===== src/sv/teq_pkg.sv =====
// ----------------------------------------------------------------------------
// teq_pkg: shared types and constants of the timestamped event queue
// Holds the entry layout, the operation codes and the control struct that
// the top level broadcasts along the row of cells.
// ----------------------------------------------------------------------------
package teq_pkg;

    // Operation codes carried in the mode field of an input beat
    localparam logic [1:0] MODE_PUSH    = 2'd0;
    localparam logic [1:0] MODE_COMPACT = 2'd1;
    localparam logic [1:0] MODE_READ    = 2'd2;

    // Largest sample offset that an entry can hold
    localparam logic [29:0] OFFSET_MAX = 30'h3fff_ffff;

    // One queued event
    typedef struct packed {
        logic [29:0] offset;
        logic [1:0]  kind;
        logic [31:0] payload;
    } t_entry;

    // What every cell does at the next edge
    typedef enum logic [1:0] {
        OP_HOLD,
        OP_INSERT,
        OP_SHIFT
    } t_cell_op;

    // Broadcast to all cells
    typedef struct packed {
        t_cell_op op;
        logic     wr_en;
        t_entry   entry;
    } t_cell_ctl;

endpackage


===== src/sv/teq_cell.sv =====
// ----------------------------------------------------------------------------
// teq_cell: one slot of the sorted event row
// Holds one entry and picks its next value from itself, its neighbours or
// the broadcast entry, as the broadcast operation says.
// ----------------------------------------------------------------------------
module teq_cell
    import teq_pkg::*;
#(
    parameter int DEPTH = 32,
    parameter int INDEX = 0,
    localparam int CNT_W = $clog2(DEPTH + 1),
    localparam int PTR_W = $clog2(DEPTH)
) (
    input  logic             i_clk,
    input  t_cell_ctl        i_ctl,
    input  logic [CNT_W-1:0] i_count,
    input  logic [PTR_W-1:0] i_wptr,
    input  logic             i_le_prev,
    input  t_entry           i_left,
    input  t_entry           i_right,
    output logic             o_le,
    output t_entry           o_entry
);

    t_entry r_ent;
    t_entry n_ent;
    logic   w_valid;

    // Flag a stored entry that sorts at or before the incoming one
    assign w_valid = CNT_W'(INDEX) < i_count;
    assign o_le    = w_valid && (r_ent.offset <= i_ctl.entry.offset);
    assign o_entry = r_ent;

    // Select the next entry
    always_comb begin
        n_ent = r_ent;
        case (i_ctl.op)
            OP_INSERT: begin
                if (o_le) begin
                    n_ent = r_ent;
                end else if (i_le_prev) begin
                    n_ent = i_ctl.entry;
                end else begin
                    n_ent = i_left;
                end
            end
            OP_SHIFT: begin
                if (i_ctl.wr_en && (i_wptr == PTR_W'(INDEX))) begin
                    n_ent = i_ctl.entry;
                end else begin
                    n_ent = i_right;
                end
            end
            default: n_ent = r_ent;
        endcase
    end

    always_ff @(posedge i_clk) begin
        r_ent <= n_ent;
    end

endmodule


===== config.mk =====
export PLATFORM = sky130hd
export DESIGN_NAME = teq_cell
export DESIGN_NICKNAME = d
export VERILOG_FILES = /design/src/sv/teq_pkg.sv /design/src/sv/teq_cell.sv
export SDC_FILE = /design/constraint.sdc
export NUM_CORES = 1
export LEC_CHECK = 0
export ABC_AREA = 1
export BUFFER_PORTS_ARGS = -buffer_cell sky130_fd_sc_hd__buf_4
export CAP_MARGIN = 20
export CELL_PAD_IN_SITES_DETAIL_PLACEMENT = 0
export CELL_PAD_IN_SITES_GLOBAL_PLACEMENT = 1
export CORE_ASPECT_RATIO = 1.5
export CORE_MARGIN = 2
export CORE_UTILIZATION = 27
export DETAILED_ROUTE_END_ITERATION = 10
export PLACE_DENSITY = 0.76
export SLEW_MARGIN = 20
export SYNTH_ARGS = -nofsm -noshare
export SYNTH_HDL_FRONTEND = slang
export SYNTH_SLANG_ARGS = --single-unit

===== constraint.sdc =====
create_clock -name i_clk -period 3 [get_ports i_clk]
set_input_delay 0.3 -clock i_clk [delete_from_list [all_inputs] [get_ports i_clk]]
set_output_delay 0.3 -clock i_clk [all_outputs]
set_load 0.01 [all_outputs]

==> metrics.csv, run 1 <==
metric,value,unit
# H-tree levels,3,
VDD IR max,0.1951,mV
slew at the pin closest to its max-slew limit,0.8204,ns
Largest register FFs,64,
cts bufs inserted,9,
clock sink count,64,
maximum clock frequency,0.4256,GHz
Max clock buf depth,2,
Post-DP HPWL,12710,um
"Req. time, crit path",2.98,ns
Hold Buf Count CTS,0,
Util after Layout,42.32,%
Die Y,164.5,um
R2R cell count,12,
Min-Delay Path Depth,3,
Crit Path Category,register to register,
Crit Path Max Fanout,28,
worst setup margin,0.6506,ns
total leakage power,3.277,nW
top cells by area in the synthesized netlist,"edfxtp_1, a21oi_1, o21ai_0",
"Warnings, synthesis",0,
clk_lat worst skew,0.33,ns
proportion of netlist area held by the largest area contributor,41.42,%
antenna violations before repair,1,
mux cell area share after synthesis,0,%
clock slew at reported path FFs,0.06,ns
Starting Density,27.56,%
Synth Cell Area,4639,um2
MaxCap Viol Count,0,
Vias/cell,4.819,
Seq cells post-synth,64,
via count,5099,
Startpoint Class,register,
final hold vios,0,
synth cell count leaders,"a21oi_1, o21ai_0, nor2_1, nand2_1, edfxtp_1",
Chip Width,111.0,um
Post-Synth Adder-Cell Area,8.091,%
XOR/XNOR Fraction of Synth Area,0,%
residual DRC count,0,
die area,18270,um2
global-route wire length before repair,26630,um
clock root cell,clkbuf_16,
ANT nets after route,0,
final critical-path share of the clock period,78.31,%
most common cell in the synthesized netlist,a21oi_1,
Pwr Density,395.8,nW/um2
largest net degree at the start of global routing,94,
RSZ-0062 raised after global routing,false,
dominant cell type by area after synthesis,edfxtp_1,
post-synth cell types,28,
min-delay worst type,input pin to register,
Setup Skew,0.007054,ns
WHS,0.3095,ns
layout cells sized above 1,37.54,%
CTS tree,done,
# setup viols final,0,
DRT Pass-1 Iters,4,
All-Layer GR Usage,18.42,%
Setup WS pre-CTS,0.5703,ns
synthesis-to-layout area growth,53.59,%
routed wire length,17340,um
FP Rows,58,
vias in the first global route,5237,
Layout fillers,1748,
WP data arrival,2.32,ns
Initial DRC Count,245,
WL/cell,16.39,um
ys flop type,edfxtp_1,
main combinational cell family by area after synthesis,compound AO/OA/AOI/OAI gates,
final critical-path required period,2.349,ns
average cell area after synthesis,7.863,um2
Port Buffer Count,272,
post-synthesis sequential area ratio,41.42,%
Post-Synth Simple-Gate Area,15.02,%
Layout Nets,1081,
routability congestion estimate,0.8073,
worst relative slew slack,45.31,%
outcome,"finished, final reports clean",
cell count after synthesis,590,
number of flops mapped to enable cells by yosys,64,
Setup TNS Final,0,ns
fraction of registers with async set/reset,0,%
Slew Limit Fails,0,
Compound-Gate Fraction of Synth Area,27.05,%
grt ovf,0,
IO Count,273,
crit end category,register,
syn_nets,828,
core box area,16840,um2
post-CTS setup buffers,0,
post_cts resized,0,
[layer usage]
layer / global-route usage (%) / up-vias / routed length (um)
met5: 0 / - / 0
met4: 7.071 / 0 / 513
met3: 4.477 / 27 / 1097
met2: 34.33 / 173 / 9163
met1: 20.22 / 2331 / 6563
li1: - / 2568 / -
[cell type report]
class / instances / area, um2 / share of cell area [%]
clock inverter: 5 / 25.02 / 0.3512
sequential: 64 / 1922 / 26.97
clock buffer: 10 / 229.0 / 3.213
timing repair buffer: 281 / 2147 / 30.13
tap: 210 / 262.8 / 3.687
antenna: 1 / 2.502 / 0.03512
multi-input combinational: 435 / 2342 / 32.87
inverter: 52 / 195.2 / 2.739
[stage by stage]
stage | power [mW] | cell area [um2] | cells
2_1_floorplan | 1.478 | 4642 | 590
5_1_grt | 2.984 | 7123 | 1057
6_report | 2.821 | 7126 | 1058
3_3_place_gp | 1.916 | 6869 | 1042
3_5_place_dp | 1.923 | 6869 | 1042
4_1_cts | 2.871 | 7123 | 1057
[layout by cell type (no fill, tap or decap), types with 3 or more instances in the layout]
cell type	n
a21oi_1	90
a21oi_2	6
buf_12	3
buf_4	278
clkbuf_16	9
edfxtp_1	64
ha_1	30
inv_1	48
inv_2	4
nand2_1	76
nand3_1	3
nor2_1	81
nor2_2	3
o21ai_0	86
o21ai_1	7
o21ai_2	6
o22ai_1	35
[cells by family (layout without fill, tap and decap cells)]
| group | Yosys count | count (layout) |
|---|---|---|
| AO/OA/AOI/OAI | 232 | 232 |
| AND/OR/NAND/NOR | 173 | 173 |
| buffers and inverters | 91 | 348 |
| flip-flops | 64 | 64 |
| adder cells (fa/ha/maj) | 30 | 30 |
| other | 0 | 1 |
[critical path, cell delays in order (launching register included)]
cell and delay, ns:
edfxtp_1 0.39, ha_1 0.31, nand2_1 0.07, nor2_1 0.15
nand4_1 0.16, nor2_4 0.13, nand2_1 0.06, nand2_1 0.06
nand2_1 0.05, nand2_1 0.07, nand2_1 0.08, nand2_4 0.08
buf_4 0.38
[power breakdown]
group          internal [mW]  total [mW]  switching [mW]
combinational          0.395       0.774           0.379
clock                  0.546       0.926           0.381
sequential              1.09        1.12          0.0302
total                   2.03        2.82           0.790
[worst paths after layout]
kind                      end  slack, ns        start
setup / recovery  o_entry[48]       0.65  o_entry[59]
hold / removal    o_entry[60]       0.31  i_right[60]
setup reg to reg  o_entry[48]       0.65  o_entry[59]
hold reg to reg   o_entry[27]       1.39  o_entry[35]
Note: power is estimated with default switching activity, not from simulation.
==> run 2: changes to the inputs <==
--- a/config.mk
+++ b/config.mk
@@ -5,7 +5,7 @@
 export SDC_FILE = /design/constraint.sdc
 export NUM_CORES = 1
 export LEC_CHECK = 0
-export ABC_AREA = 1
+export ABC_AREA = 0
 export BUFFER_PORTS_ARGS = -buffer_cell sky130_fd_sc_hd__buf_4
 export CAP_MARGIN = 20
 export CELL_PAD_IN_SITES_DETAIL_PLACEMENT = 0
==> constraint.sdc (replaced) <==
create_clock -name i_clk -period 1.9 [get_ports i_clk]
set_input_delay 0.19 -clock i_clk [delete_from_list [all_inputs] [get_ports i_clk]]
set_output_delay 0.19 -clock i_clk [all_outputs]
set_load 0.01 [all_outputs]
==> run 2 against run 1 <==
The run now ends with setup timing left. Flip-flop and latch count is the same. Critical path type is now register to output pin. Largest power group unchanged. Register-to-register slack lost 1.1 ns. Setup slack lost 1.2 ns.
==> metrics.csv, run 2 <==
metric,value,unit,change
outcome,"finished, violations left",,"was finished, final reports clean"
failing checks,setup timing,,
crit-path cells,ha_4 > nand4_1 > nor4_4 > nand3_1 > buf_4 > a21oi_2 > a31o_1 > buf_6,,was ha_1 > nand2_1 > nor2_1 > nand4_1 > nor2_4 > nand2_1 > nand2_1 > nand2_1 > nand2_1 > nand2_1 > nand2_4 > buf_4
Initial DRC Count,292,,was 245
average cell area after synthesis,11.70,um2,was 7.863 um2
ys flop type,edfxtp_1,,unchanged
dominant cell type by area after synthesis,edfxtp_1,,unchanged
residual DRC count,0,,unchanged
"most common cell after layout, fill and taps aside",buf_4,,unchanged
antenna cells,0,,was 1
All-Layer GR Usage,17.06,%,was 18.42%
Hold Buf Count CTS,0,,unchanged
Layout Nets,901,,was 1081
RSZ-0062 raised after global routing,true,,was false
cell count after synthesis,336,,was 590
DRT Pass-1 Iters,8,,was 4
fraction of registers with async set/reset,0,%,unchanged
top cells by area in the synthesized netlist,"edfxtp_1, a222oi_1, ha_1",,"was edfxtp_1, a21oi_1, o21ai_0"
WL/cell,16.17,um,was 16.39 um
synth cell count leaders,"inv_1, a222oi_1, edfxtp_1, ha_1, a21oi_1",,"was a21oi_1, o21ai_0, nor2_1, nand2_1, edfxtp_1"
Pwr Total,4.972,mW,was 2.821 mW
Post-DP HPWL,11300,um,was 12710 um
Crit Path Max Fanout,2,,was 28
clk_lat worst skew,0.33,ns,about the same
core box area,14390,um2,was 16840 um2
clock sink count,64,,unchanged
Slew Limit Fails,0,,unchanged
"commonest non-fill, non-tap cells in the layout","buf_4, inv_1, a222oi_1, edfxtp_1, ha_1",,"was buf_4, a21oi_1, o21ai_0"
Setup Skew,0.007254,ns,was 0.007054 ns
post-synthesis sequential area ratio,48.89,%,was 41.42%
clock slew at reported path FFs,0.05,ns,was 0.06 ns
ANT nets after route,0,,unchanged
VDD IR max,0.4024,mV,was 0.1951 mV
CTS tree,done,,unchanged
cts bufs inserted,9,,unchanged
# setup viols final,65,,was 0
syn_nets,574,,was 828
Chip Width,102.5,um,was 111.0 um
Setup WS pre-CTS,-0.5380,ns,was 0.5703 ns
post-synth cell types,32,,was 28
Port Buffer Count,272,,unchanged
flop-to-flop setup slack,-0.47,ns,was 0.65 ns
MaxCap Viol Count,0,,unchanged
"Warnings, synthesis",0,,unchanged
crit end category,output pin,,was register
clock root cell,clkbuf_16,,unchanged
Vias/cell,4.786,,was 4.819
Crit Path Category,register to output pin,,was register to register
routability congestion estimate,0.7975,,was 0.8073
vias in the first global route,4185,,was 5237
number of flops mapped to enable cells by yosys,64,,unchanged
via count,4135,,was 5099
Layout fillers,1303,,was 1748
global-route wire length before repair,20170,um,was 26630 um
worst relative slew slack,72.16,%,was 45.31%
min-delay worst type,input pin to register,,unchanged
Startpoint Class,register,,unchanged
Critical Path Max Stage Delay,0.43,ns,was 0.39 ns
IO Count,273,,unchanged
largest net degree at the start of global routing,31,,was 94
Largest register FFs,64,,unchanged
die area,15560,um2,was 18270 um2
Register Area,1922,um2,unchanged
# H-tree levels,3,,unchanged
grt ovf,0,,unchanged
"Req. time, crit path",1.71,ns,was 2.98 ns
Pwr Density,705.5,nW/um2,was 395.8 nW/um2
final critical-path required period,2.430,ns,
Max clock buf depth,2,,unchanged
antenna violations before repair,0,,was 1
maximum clock frequency,0.4115,GHz,
worst setup margin,-0.5300,ns,was 0.6506 ns
slew at the pin closest to its max-slew limit,0.4175,ns,was 0.8204 ns
Synth Cell Area,3931,um2,was 4639 um2
area taken by multi-input logic gates,1553,um2,was 2342 um2
Seq cells post-synth,64,,unchanged
final hold vios,0,,unchanged
total leakage power,3.493,nW,was 3.277 nW
layout cells sized above 1,55.24,%,was 37.54%
proportion of netlist area held by the largest area contributor,48.89,%,was 41.42%
routed wire length,13970,um,was 17340 um
Starting Density,27.32,%,was 27.56%
synthesis-to-layout area growth,79.25,%,was 53.59%
Die Y,151.8,um,was 164.5 um
WP data arrival,2.24,ns,was 2.32 ns
final critical-path share of the clock period,127.9,%,
"Max stage delay cell, worst path",edfxtp_1,,unchanged
FP Rows,54,,was 58
most common cell in the synthesized netlist,inv_1,,was a21oi_1
==> run 2: cell types whose count changed in the layout (fill, tap and decap cells not counted), moves of 47 or more <==
| cell | change |
|---|---|
| inv_1 | +47 |
| a222oi_1 | +64 |
| o21ai_0 | -84 |
| nor2_1 | -77 |
| a21oi_1 | -76 |
| nand2_1 | -66 |
==> run 2: metrics by stage <==
stage                     cell area, um2  TNS (ns)  util, %  std cells  hold slack (ns)
after global placement              6533    -32.63    45.39        836           0.4742
after global routing                7047    -37.78    48.97        864           0.1490
after detailed placement            6533    -38.13    45.39        836           0.4768
after CTS                           6877    -31.90    47.78        854           0.1291
final                               7047    -29.78    48.97        864           0.1395
after floorplan                     3986    -69.53        -        336           0.3843
==> run 2: what timing repair did <==
action | 4_1_cts | 5_1_grt
setup buffers | 2 | 9
gates resized for setup | 8 | 7
setup endpoints to repair | 65 | 65
gates cloned | 0 | 1
pin swaps | 5 | 10
==> run 2: kinds of logic (layout without fill, tap and decap cells) <==
kind of cell             count (synthesis)  in the layout  share of synthesized area [%]
XOR/XNOR                                 1              1                         0.2228
AO/OA/AOI/OAI                           92             92                          20.53
buffers and inverters                  115            447                          15.59
multiplexers                             1              1                         0.3818
flip-flops                              64             64                          48.89
AND/OR/NAND/NOR                         33             33                          4.838
adder cells (fa/ha/maj)                 30             30                          9.548
==> run 2: final timing paths <==
kind,startpoint,end,cells past startpoint
hold reg to reg,o_entry[62],o_entry[3],7
setup reg to reg,o_entry[63],o_entry[63],9
hold / removal,i_right[15],o_entry[15],3
setup / recovery,o_entry[63],o_le,8
==> run 2: area by class of cell <==
| type | count | area share, % |
|---|---|---|
| Timing Repair Buffer | 336 | 38.05 |
| Sequential cell | 64 | 27.27 |
| Multi-Input combinational cell | 157 | 22.03 |
| Inverter | 95 | 5.060 |
| Tap cell | 196 | 3.480 |
| Clock buffer | 10 | 3.249 |
| Clock inverter | 6 | 0.8523 |
==> run 2: power breakdown <==
part	switching (mW)	leakage, nW	internal, mW	total, mW
logic	0.661	2.74	0.872	1.53
clock network	0.593	0.140	1.01	1.60
registers	0.0649	0.610	1.77	1.84
==> run 2: critical path: cells and delay by family, from the launching register on <==
kind	cells	cell delay [ns]
AOI/OAI and AO/OA	2	0.22
buffers and inverters	2	0.27
and+or+nand+nor	3	0.70
DFF	1	0.43
adders and majority gates	1	0.30
==> run 2: layer usage <==
layer	track usage, %	wire length (um)	vias to the layer above
met2	31.21	7671	200
met5	0	0	-
met4	6.133	252	0
met1	18.70	4867	1956
met3	4.358	1177	14
li1	-	-	1965
==> run 3: changes to the inputs <==
--- a/config.mk
+++ b/config.mk
@@ -5,8 +5,8 @@
 export SDC_FILE = /design/constraint.sdc
 export NUM_CORES = 1
 export LEC_CHECK = 0
-export ABC_AREA = 0
-export BUFFER_PORTS_ARGS = -buffer_cell sky130_fd_sc_hd__buf_4
+export ABC_AREA = 1
+export BUFFER_PORTS_ARGS = -buffer_cell sky130_fd_sc_hd__buf_2
 export CAP_MARGIN = 20
 export CELL_PAD_IN_SITES_DETAIL_PLACEMENT = 0
 export CELL_PAD_IN_SITES_GLOBAL_PLACEMENT = 1
@@ -15,6 +15,7 @@
 export CORE_UTILIZATION = 27
 export DETAILED_ROUTE_END_ITERATION = 10
 export PLACE_DENSITY = 0.76
+export SETUP_SLACK_MARGIN = 0.15
 export SLEW_MARGIN = 20
 export SYNTH_ARGS = -nofsm -noshare
 export SYNTH_HDL_FRONTEND = slang
==> run 3 against run 2 <==
The run still ends with setup timing left. Sequential share of layout area up 0.18 points. Via count is 25% higher. Cell count rose by 27%. Sequential power shrank 4%. Count of clock-buffer cells in the layout did not move. Power shrank 5.1%. Critical endpoint is now o_entry[28]. Largest cell class is now multi-input gates.
==> metrics.csv, run 3 (same netlist as run 1, synthesis figures left out) <==
metric,value,unit,change
Port Buffer Count,272,,unchanged
RSZ-0062 raised after global routing,true,,unchanged
worst setup margin,-0.2529,ns,was -0.5300 ns
Largest register FFs,64,,unchanged
dpl cells,1072,,was 836
Chip Width,111.0,um,was 102.5 um
worst relative slew slack,63.34,%,was 72.16%
Register Area,1922,um2,unchanged
residual DRC count,0,,unchanged
MaxCap Viol Count,0,,unchanged
Setup Skew,0.006069,ns,was 0.007254 ns
Hold EP,o_entry[61],,was o_entry[15]
VDD IR max,0.3763,mV,was 0.4024 mV
clock slew at reported path FFs,0.06,ns,was 0.05 ns
"most common cell after layout, fill and taps aside",buf_2,,was buf_4
All-Layer GR Usage,17.67,%,was 17.06%
slew at the pin closest to its max-slew limit,0.5491,ns,was 0.4175 ns
Min-Delay Path Depth,3,,unchanged
total leakage power,3.294,nW,was 3.493 nW
die area,18270,um2,was 15560 um2
grt ovf,0,,unchanged
routed wire length,16770,um,was 13970 um
Critical R2R Launch,o_entry[59],,was o_entry[63]
"commonest non-fill, non-tap cells in the layout","buf_2, a21oi_1, o21ai_0",,"was buf_4, inv_1, a222oi_1, edfxtp_1, ha_1"
Slew Limit Fails,0,,unchanged
Hold Buf Count CTS,0,,unchanged
DRT Pass-1 Iters,4,,was 8
Crit Path Category,register to register,,was register to output pin
Setup WS pre-CTS,-0.3073,ns,was -0.5380 ns
Max clock buf depth,2,,unchanged
Startpoint Class,register,,unchanged
Pwr Total,4.718,mW,was 4.972 mW
outcome,"finished, violations left",,unchanged
Crit Path Max Fanout,7,,was 2
HP Start,i_right[61],,was i_right[15]
flop-to-flop setup slack,-0.25,ns,was -0.47 ns
# H-tree levels,3,,unchanged
final critical-path share of the clock period,113.3,%,was 127.9%
min-delay worst type,input pin to register,,unchanged
antenna violations before repair,3,,was 0
area taken by multi-input logic gates,2459,um2,was 1553 um2
layout cells sized above 1,41.52,%,was 55.24%
clock root cell,clkbuf_16,,unchanged
"Req. time, crit path",1.95,ns,was 1.71 ns
core box area,16840,um2,was 14390 um2
Layout Nets,1117,,was 901
FP Rows,58,,was 54
final critical-path required period,2.153,ns,was 2.430 ns
Post-DP HPWL,12730,um,was 11300 um
failing checks,setup timing,,unchanged
IO Count,273,,unchanged
Vias/cell,4.713,,was 4.786
clock sink count,64,,unchanged
Finished Layout Cells,1096,,was 864
cts bufs inserted,9,,unchanged
routability congestion estimate,0.8454,,was 0.7975
ANT nets after route,0,,unchanged
Layout fillers,1757,,was 1303
final hold vios,0,,unchanged
WL/cell,15.30,um,was 16.17 um
critical path startpoint,o_entry[59],,was o_entry[63]
synthesis-to-layout area growth,50.89,%,was 79.25%
global-route wire length before repair,25450,um,was 20170 um
largest net degree at the start of global routing,76,,was 31
clk_lat worst skew,0.33,ns,about the same
WHS,0.2019,ns,was 0.1395 ns
crit end category,register,,was output pin
via count,5165,,was 4135
Worst R2R End,o_entry[28],,was o_entry[63]
vias in the first global route,5070,,was 4185
maximum clock frequency,0.4645,GHz,was 0.4115 GHz
R2R cell count,12,,was 9
WP data arrival,2.20,ns,was 2.24 ns
CTS tree,done,,unchanged
Setup TNS Final,-14.97,ns,was -29.78 ns
Initial DRC Count,215,,was 292
Die Y,164.5,um,was 151.8 um
Starting Density,27.56,%,was 27.32%
# setup viols final,65,,unchanged
Pwr Density,673.9,nW/um2,was 705.5 nW/um2
run 3: worst max-delay path by stage:
stage / to / slack (ns)
floorplan: o_entry[0] / -0.19
global route: o_entry[48] / -0.42
finish: o_entry[28] / -0.25
global placement: o_entry[44] / -0.27
detailed placement: o_entry[43] / -0.31
CTS: o_le / -0.30
run 3: worst max-delay path, stage by stage, from the launching register on:
cell and delay, ns:
edfxtp_1 0.42, ha_4 0.29, nand2_1 0.07, nor2_2 0.11
nand4_1 0.13, nor2_4 0.13, nand2_1 0.06, nand2_1 0.06
nand2_1 0.07, nand2_2 0.10, nand2_4 0.10, nand2_8 0.15
clkbuf_16 0.16
run 3: power by group:
part           internal [mW]  leakage [nW]  total, mW  switching (mW)
logic                  0.570          2.54       1.21           0.636
clock network           1.14         0.146       1.75           0.605
registers               1.72         0.609       1.77          0.0460
total                   3.43          3.29       4.72            1.29
run 3: per-layer routing:
layer | vias up | wire length (um) | GRT usage, %
met2 | 190 | 8772 | 32.35
met5 | - | 27 | 0
li1 | 2643 | - | -
met1 | 2298 | 6562 | 20.19
met4 | 4 | 388 | 6.453
met3 | 30 | 1016 | 4.000
run 3: layout make-up:
class	count	area share (%)
Clock buffer	10	3.271
Multi-Input combinational cell	436	35.12
Inverter	52	2.788
Sequential cell	64	27.45
Antenna cell	2	0.07149
Clock inverter	6	1.197
Timing Repair Buffer	316	26.34
Tap cell	210	3.753
run 3: through the flow:
stage	area (um2)	util, %
floorplan	4688	-
global placement	6518	38.71
CTS	6922	41.11
global route	6995	41.55
detailed placement	6518	38.71
finish	7000	41.58
run 3: repair_timing:
item	in CTS	in global routing
cloned	1	2
resized for setup	10	4
endpoints found under the setup margin	65	65
pin swaps	7	1
setup buffers	3	0
